**src/nie_pkg.sv**
```systemverilog
package nie_pkg;

    localparam logic [1:0] ST_OK     = 2'd0;
    localparam logic [1:0] ST_EXTRAP = 2'd1;
    localparam logic [1:0] ST_FEW    = 2'd2;
    localparam logic [1:0] ST_FULL   = 2'd3;

    typedef enum logic [1:0] {
        ALU_DIV = 2'b01,
        ALU_MUL = 2'b10
    } alu_op_t;

    typedef struct packed {
        logic               go;
        alu_op_t            op;
        logic signed [32:0] a;
        logic signed [32:0] b;
        logic signed [31:0] c;
    } alu_req_t;

    typedef struct packed {
        logic               done;
        logic signed [31:0] value;
    } alu_rsp_t;

endpackage

```
**src/nie_alu.sv**
```systemverilog
// Serial unit: restoring divide of (a * 65536) / b, or shift-add multiply
// c + (a * b) / 65536; both truncate toward zero and saturate to 32 bits.
module nie_alu (
    input  logic              clk,
    input  logic              rst_n,
    input  nie_pkg::alu_req_t req,
    output nie_pkg::alu_rsp_t rsp
);

    logic               busy_reg, busy_next;
    nie_pkg::alu_op_t   op_reg, op_next;
    logic               neg_reg, neg_next;
    logic [5:0]         cnt_reg, cnt_next;
    logic [33:0]        rem_reg, rem_next;
    logic [64:0]        sh_reg, sh_next;
    logic [64:0]        mc_reg, mc_next;
    logic [31:0]        mb_reg, mb_next;
    logic signed [31:0] c_reg, c_next;
    nie_pkg::alu_rsp_t  rsp_reg, rsp_next;

    logic [32:0]        abs_a, abs_b;
    logic [33:0]        rem_sh;
    logic               ge;
    logic [48:0]        q;
    logic signed [50:0] val, sum;

    always_comb
    begin
        abs_a     = req.a[32] ? 33'(-req.a) : 33'(req.a);
        abs_b     = req.b[32] ? 33'(-req.b) : 33'(req.b);
        rem_sh    = {rem_reg[32:0], sh_reg[48]};
        ge        = rem_sh >= {1'b0, mc_reg[32:0]};
        q         = (op_reg == nie_pkg::ALU_DIV) ? sh_reg[48:0] : sh_reg[64:16];
        val       = neg_reg ? -$signed({2'b00, q}) : $signed({2'b00, q});
        sum       = val + ((op_reg == nie_pkg::ALU_DIV) ? 51'sd0
                                                        : {{19{c_reg[31]}}, c_reg});
        busy_next = busy_reg;
        op_next   = op_reg;
        neg_next  = neg_reg;
        cnt_next  = cnt_reg;
        rem_next  = rem_reg;
        sh_next   = sh_reg;
        mc_next   = mc_reg;
        mb_next   = mb_reg;
        c_next    = c_reg;
        rsp_next  = '{done: 1'b0, value: rsp_reg.value};

        if (req.go)
        begin
            op_next  = req.op;
            neg_next = req.a[32] ^ req.b[32];
            c_next   = req.c;
            rem_next = '0;
            mb_next  = abs_b[31:0];
            if (req.op == nie_pkg::ALU_DIV)
            begin
                sh_next  = {16'd0, abs_a, 16'd0};
                mc_next  = {32'd0, abs_b};
                cnt_next = 6'd49;
                if (req.b == '0)
                begin
                    // repeated node: saturate by the sign of the numerator
                    rsp_next.done  = 1'b1;
                    rsp_next.value = (req.a == '0) ? 32'sd0 :
                                     req.a[32] ? 32'sh8000_0000 : 32'sh7fff_ffff;
                    busy_next      = 1'b0;
                end
                else
                begin
                    busy_next = 1'b1;
                end
            end
            else
            begin
                sh_next   = '0;
                mc_next   = {32'd0, abs_a};
                cnt_next  = 6'd32;
                busy_next = 1'b1;
            end
        end
        else if (busy_reg)
        begin
            if (cnt_reg != '0)
            begin
                cnt_next = cnt_reg - 6'd1;
                if (op_reg == nie_pkg::ALU_DIV)
                begin
                    rem_next = ge ? rem_sh - {1'b0, mc_reg[32:0]} : rem_sh;
                    sh_next  = {sh_reg[63:0], ge};
                end
                else
                begin
                    if (mb_reg[0])
                    begin
                        sh_next = sh_reg + mc_reg;
                    end
                    mc_next = {mc_reg[63:0], 1'b0};
                    mb_next = {1'b0, mb_reg[31:1]};
                end
            end
            else
            begin
                busy_next     = 1'b0;
                rsp_next.done = 1'b1;
                if (sum > 51'sd2147483647)
                begin
                    rsp_next.value = 32'sh7fff_ffff;
                end
                else if (sum < -51'sd2147483648)
                begin
                    rsp_next.value = 32'sh8000_0000;
                end
                else
                begin
                    rsp_next.value = sum[31:0];
                end
            end
        end
    end

    always_ff @(posedge clk or negedge rst_n)
    begin
        if (!rst_n)
        begin
            busy_reg <= 1'b0;
            rsp_reg  <= '0;
        end
        else
        begin
            busy_reg <= busy_next;
            rsp_reg  <= rsp_next;
        end
    end

    always_ff @(posedge clk)
    begin
        op_reg  <= op_next;
        neg_reg <= neg_next;
        cnt_reg <= cnt_next;
        rem_reg <= rem_next;
        sh_reg  <= sh_next;
        mc_reg  <= mc_next;
        mb_reg  <= mb_next;
        c_reg   <= c_next;
    end

    assign rsp = rsp_reg;

endmodule

```
**config.mk**
```make
export PLATFORM = sky130hd
export DESIGN_NAME = nie_alu
export DESIGN_NICKNAME = d
export VERILOG_FILES = /design/src/nie_pkg.sv /design/src/nie_alu.sv
export SDC_FILE = /design/constraint.sdc
export NUM_CORES = 1
export LEC_CHECK = 0
export BUFFER_PORTS_ARGS = -buffer_cell sky130_fd_sc_hd__buf_2
export CAP_MARGIN = 20
export CORE_ASPECT_RATIO = 0.7
export CORE_MARGIN = 4
export CORE_UTILIZATION = 40
export CTS_CLUSTER_DIAMETER = 120
export CTS_CLUSTER_SIZE = 25
export DETAILED_ROUTE_END_ITERATION = 8
export PLACE_DENSITY_LB_ADDON = 0.1
export SLEW_MARGIN = 20
export SYNTH_ARGS = -nofsm -noshare
export SYNTH_HDL_FRONTEND = slang
export SYNTH_SLANG_ARGS = --single-unit
```
**constraint.sdc**
```tcl
create_clock -name clk -period 21.5 [get_ports clk]
set_input_delay 0 -clock clk [delete_from_list [all_inputs] [get_ports clk]]
set_output_delay 0 -clock clk [all_outputs]
set_load 0.005 [all_outputs]
```
# Yosys cells after proc, flatten, opt, wreduce, memory -nomap -nowiden
# Cells that the tools add are included.
# totals
register_bits	270
inputBits	103
out_inout_bits	33
elab_cells	78
# op_classes
n_addsub	7
magnitude_cmp	3
n_eq_ne	6
mux	39
bitwise_logic	1
n_reduce_logical	11
# op_table
op	count
two-way mux 65 bit	9
two-way mux 33 bit	9
two-way mux 32 bit	8
two-way mux 51 bit	2
two-way mux 49 bit	2
zero test 33 bit	2
negation 33 bit	2
adder 65 bit	1
adder 51 bit	1
> comparator 51 x 32 -> 1 bit, second input constant	1
less-than comparator 51 x 32 -> 1 bit, second input constant	1
negation 49 -> 51 bit	1
>= comparator 34 x 33 -> 1 bit	1
subtractor 33 bit	1
two-way mux 6 bit	3
AND reduction 3 bit	3
nonzero test 6 bit	1
subtractor 6 x 1 -> 6 bit, second input constant	1
two-way mux 1 bit	5
two-way mux 5 bit	1
equality test 2 x 1 -> 1 bit, second input constant	2
inequality test 2 x 1 -> 1 bit, second input constant	2
inequality test 2 bit, second input constant	2
AND reduction 4 bit	1
4 further kinds	5

# Logic depth before layout (Yosys ltp)
# depth
ltp_word	11
mapped_depth	35
mapped_depth_nobuf	27

# Least setup slack after synthesis
# Ideal clock, no wire load.
# synth_timing
path_type	register to register
startpoint	register op_reg[0]
endpoint	register mb_reg[0], enable pin
setup_time_ps	687
arrival_ps	8734
required_ps	20813
slack_ps	12079
stages_incl_launch_ff	10
n_path_buf	7
period_less_slack_ps	9421
cell_sequence	edfxtp_1 > nor2b_2 > buf_2 > buf_4 > clkbuf_1 > clkbuf_1 > clkbuf_1 > clkbuf_1 > clkbuf_1 > o21ai_0
# synth_between
elab_chain_len	3
# synth_lines
item	line	source
start: declaration	nie_alu.sv:11	nie_pkg::alu_op_t op_reg, op_next;
start signal: assignment	nie_alu.sv:137	op_reg <= op_next;
equality test 2 x 1 -> 1 bit	nie_alu.sv:86	if (op_reg == nie_pkg::ALU_DIV)
inequality test 2 bit (no source line)	-	
AND reduction 3 bit (no source line)	-	
end signal: assignment	nie_alu.sv:143	mb_reg <= mb_next;
end: declaration	nie_alu.sv:17	logic [31:0] mb_reg, mb_next;
# No other way between the ends.
# A chain may end at the register's enable or synchronous reset.

# Worst setup path in the final report
# layout_timing
startpoint	register op_reg[0]
endpoint	register rsp_reg (netlist bit rsp[28])
# layout_between
elab_chain_len	11
elab_cells_between_ends	13
classes_between	2 x add/sub; 2 x order compare; 1 x eq/ne; 8 x mux
# layout_lines
item	line	source
equality test 2 x 1 -> 1 bit *	nie_alu.sv:33, nie_alu.sv:35	
two-way mux 49 bit	nie_alu.sv:33	q = (op_reg == nie_pkg::ALU_DIV) ? sh_reg[48:0] : sh_reg[64:16];
negation 49 -> 51 bit	nie_alu.sv:34	val = neg_reg ? -$signed({2'b00, q}) : $signed({2'b00, q});
two-way mux 51 bit	nie_alu.sv:34	
adder 51 bit *	nie_alu.sv:35	sum = val + ((op_reg == nie_pkg::ALU_DIV) ? 51'sd0
less-than comparator 51 x 32 -> 1 bit	nie_alu.sv:109	else if (sum < -51'sd2147483648)
two-way mux 32 bit	nie_alu.sv:109	
two-way mux 32 bit *	nie_alu.sv:105	if (sum > 51'sd2147483647)
two-way mux 33 bit *	nie_alu.sv:83	if (cnt_reg != '0)
two-way mux 33 bit *	nie_alu.sv:81	else if (busy_reg)
two-way mux 33 bit *	nie_alu.sv:48	if (req.go)
end signal: assignment	nie_alu.sv:131	rsp_reg <= rsp_next;
end: declaration	nie_alu.sv:19	nie_pkg::alu_rsp_t rsp_reg, rsp_next;
# Every way passes the cells marked *; elsewhere a longest branch is shown, timed or not. The select of a mux whose other input is x is not followed.

==> summary.txt <==
Finish
  – Synth-to-layout area growth: 11.3%
  – Final #Nets: 3066
  – Most frequent cells in the layout: nor2_1 (259), nand2_1 (250), a21oi_1 (247)
  – Final std cells w/o fill: 3568
  – Post-route cell area: 25500 um2
  – Fillers: 5657
  – Share of layout cells above drive strength 1: 7.77%
  – Most common library cell in the layout ignoring fill and taps: nor2_1

Detailed routing
  – WL/cell: 23.1 um
  – DR iter-0 viols: 2569
  – Routed WL: 82.3 mm
  – Vias per cell: 6.01
  – Vias: 21400
  – Remaining antenna violation count: 0
  – DRT Pass-1 Iters: 6
  – DR DRC count: 0

Placed design
  – Post-DP HPWL: 63.9 mm
  – # port buffers: 135
  – Post-DP Area: 24100 um2
  – Dpl cells: 3453
  – Routability Congestion: 1.00

Yosys
  – Syn Inst Count: 2694
  – Synth cell types: 87
  – Fraction of registers with async set/reset: 12.6%
  – Synth warn: 0
  – Synth area leaders: edfxtp_1 (27%), ha_1 (8.3%), a21oi_1 (5.4%)
  – Avg Cell Area, Syn: 8.49 um2
  – Post-synth top area cell: edfxtp_1
  – Top cell type's share of synthesized area: 26.7%
  – Cell Area, Synth: 22900 um2
  – Syn_nets: 2952
  – Seq/Total Area, Yosys: 33.3%
  – Ys flop type: edfxtp_1
  – Number of synthesized register bits: 270
  – Post-synth EDFFs: 203

Global routing
  – Busiest layer in global routing: met1
  – Initial antenna violation count: 1
  – Vias in the first global route: 19700
  – Largest net degree at the start of global routing: 93
  – Gr ovfl total: 0
  – Met3 usage: 5.23%
  – First-pass GRT wire length: 124 mm
  – GRT Util Overall: 26.0%
  – GRT met1 Usage: 41.9%
  – Met2 Use GR: 36.4%

Power and ir drop
  – P_leak: 10.6 nW
  – Worst vdd ir: 0.0000562 V
  – Power per cell area: 133 nW/um2

Clock network
  – Root Driver: clkbuf_16
  – Clock transition at the registers of the reported paths: 0.11 ns
  – CTS Buf Count: 15
  – Clk buf depth: 3
  – Worst-Skew Late Latency: 0.55 ns
  – Number of H-tree levels: 1
  – CTS tree: done
  – Clk sinks: 270

Setup path
  – WP data required: 21.96 ns
  – Crit start category: register
  – Reg2reg path depth: 26
  – Maximum net fanout on the critical path: 92
  – CP endpoint kind: register
  – Critical path type: reg2reg
  – CP arrival: 8.78 ns

Flow run
  – Max-cap check violation count: 0

Die
  – Die ar.: 61100 um2
  – Die height: 208 um
  – Die Span X: 294 um
  – Ports: 136
  – Row count: 73
  – Core Region: 56600 um2
  – Starting Density: 40.4%

STA
  – RSZ-0062 raised after global routing: false
  – Relative max-transition margin: 28.7%
  – Final period util: 38.7%
  – FMAX: 120 MHz
  – Slew Viols, Final: 0
  – Minimum clock period: 8.32 ns
  – Final setup vio count: 0
  – Worst-Margin Slew: 1.06 ns
  – WHS: 0.0220 ns
  – Final Hold Vio Count: 0
  – Clk_skew: 0.0366 ns
  – Total negative slack: 0 ns

Worst hold path
  – Worst hold stages: 4
  – Hold Path Class: in2reg

Status
  – Outcome: completed
## cell usage after synthesis, drive strengths merged (11+ instances only)
master / n
nand2b: 28
a211oi: 45
nor3: 74
mux2i: 20
nor2: 261
dfrtp: 34
nor4: 24
o31ai: 32
ha: 152
or2: 11
o211ai: 42
o21bai: 26
nand4: 30
xor2: 122
nor2b: 53
a21oi: 247
xnor2: 120
clkbuf: 127
inv: 93
o22ai: 26
buf: 18
dfxtp: 33
or3: 20
o31a: 11
nand3: 38
a221o: 37
and3: 13
nand2: 250
a31oi: 15
or4: 19
a21o: 84
a21boi: 16
and2: 62
o21ai: 167
edfxtp: 203
o21a: 20
## logic make-up (layout without fill, tap and decap cells)
| kind of cell | Yosys count | after routing | share of synthesized area [%] |
|---|---|---|---|
| xor+xnor | 242 | 242 | 9.27 |
| fa+ha+maj | 155 | 155 | 8.58 |
| flops | 270 | 270 | 33.3 |
| buf+inv | 239 | 362 | 4.06 |
| compound gates | 846 | 846 | 24.0 |
| simple gates | 916 | 916 | 19.6 |
| mux | 26 | 26 | 1.17 |
| other cells | 0 | 1 | 0 |
## timing repair
action,4_1_cts,5_1_grt
buffers inserted,0,0
gates resized for setup,0,0
hold buffers,88,0
hold endpoints to repair,175,0
## metrics by stage
step / util (%) / total power [mW] / worst slack, ns
final: 44.9 / 3.39 / 13.18
after global routing: 44.9 / 3.62 / 12.67
after CTS: 44.9 / 3.34 / 13.09
after detailed placement: 42.5 / 2.97 / 13.19
after global placement: 42.5 / 2.96 / 13.56
after floorplan: - / 2.34 / 12.08
## area by class of cell
cell class | count | area [um2] | share of cell area [%]
well taps | 750 | 938 | 3.69
inverters | 94 | 353 | 1.39
clock inverters | 5 | 72.6 | 0.285
diodes | 1 | 2.50 | 0.00983
clock buffers | 21 | 398 | 1.56
flip-flops and latches | 270 | 7610 | 29.9
repair buffers | 242 | 1710 | 6.72
multi-input cells | 2185 | 14400 | 56.5
## power by group
| part | total, mW | internal [mW] | switching [mW] |
|---|---|---|---|
| Clock | 0.345 | 0.148 | 0.197 |
| Combinational | 2.11 | 0.801 | 1.31 |
| Sequential | 0.930 | 0.751 | 0.179 |
| Total | 3.39 | 1.70 | 1.69 |
## worst paths after layout
| check | start | end | slack, ns |
|---|---|---|---|
| setup / recovery | op_reg[0]$_DFFE_PP_ | rsp[28]$_DFFE_PN0P_ | 13.18 |
| hold / removal | req[36] | mb_reg[4]$_DFFE_PP_ | 0.02 |
| setup reg to reg | op_reg[0]$_DFFE_PP_ | rsp[28]$_DFFE_PN0P_ | 13.18 |
| hold reg to reg | rem_reg[1]$_SDFFE_PP0P_ | rem_reg[1]$_SDFFE_PP0P_ | 0.50 |
| max in group asynchronous | rst_n | rsp[18]$_DFFE_PN0P_ | 20.88 |
| min in group asynchronous | rst_n | busy_reg$_DFF_PN0_ | 0.09 |
## layer usage
layer	share of wire, %	vias to the layer above
met4	0.97	0
met1	50	10400
li1	-	10100
met5	0	-
met3	9.0	54
met2	40	837
## worst max-delay path, stage by stage, from the launching register on
cell       delay, ns
edfxtp_1        0.48
nor2b_4         0.22
buf_4           0.40
nand2_1         0.22
a21boi_1        0.24
inv_1           0.12
or4_1           0.66
nor4b_1         0.45
nand2b_1        0.16
or3b_1          0.44
nor2_1          0.17
nand2_1         0.15
o31ai_1         0.32
xor2_1          0.12
ha_1            0.26
a21oi_1         0.30
o22ai_1         0.13
or4_1           0.45
a22o_1          0.25
a41oi_1         0.57
xor2_1          0.19
a2111oi_0       0.49
nand4_1         0.17
nor4_1          0.19
and4_1          0.22
a21o_2          0.52
a221o_1         0.26
No activity file was read; power rests on OpenSTA's default activity.
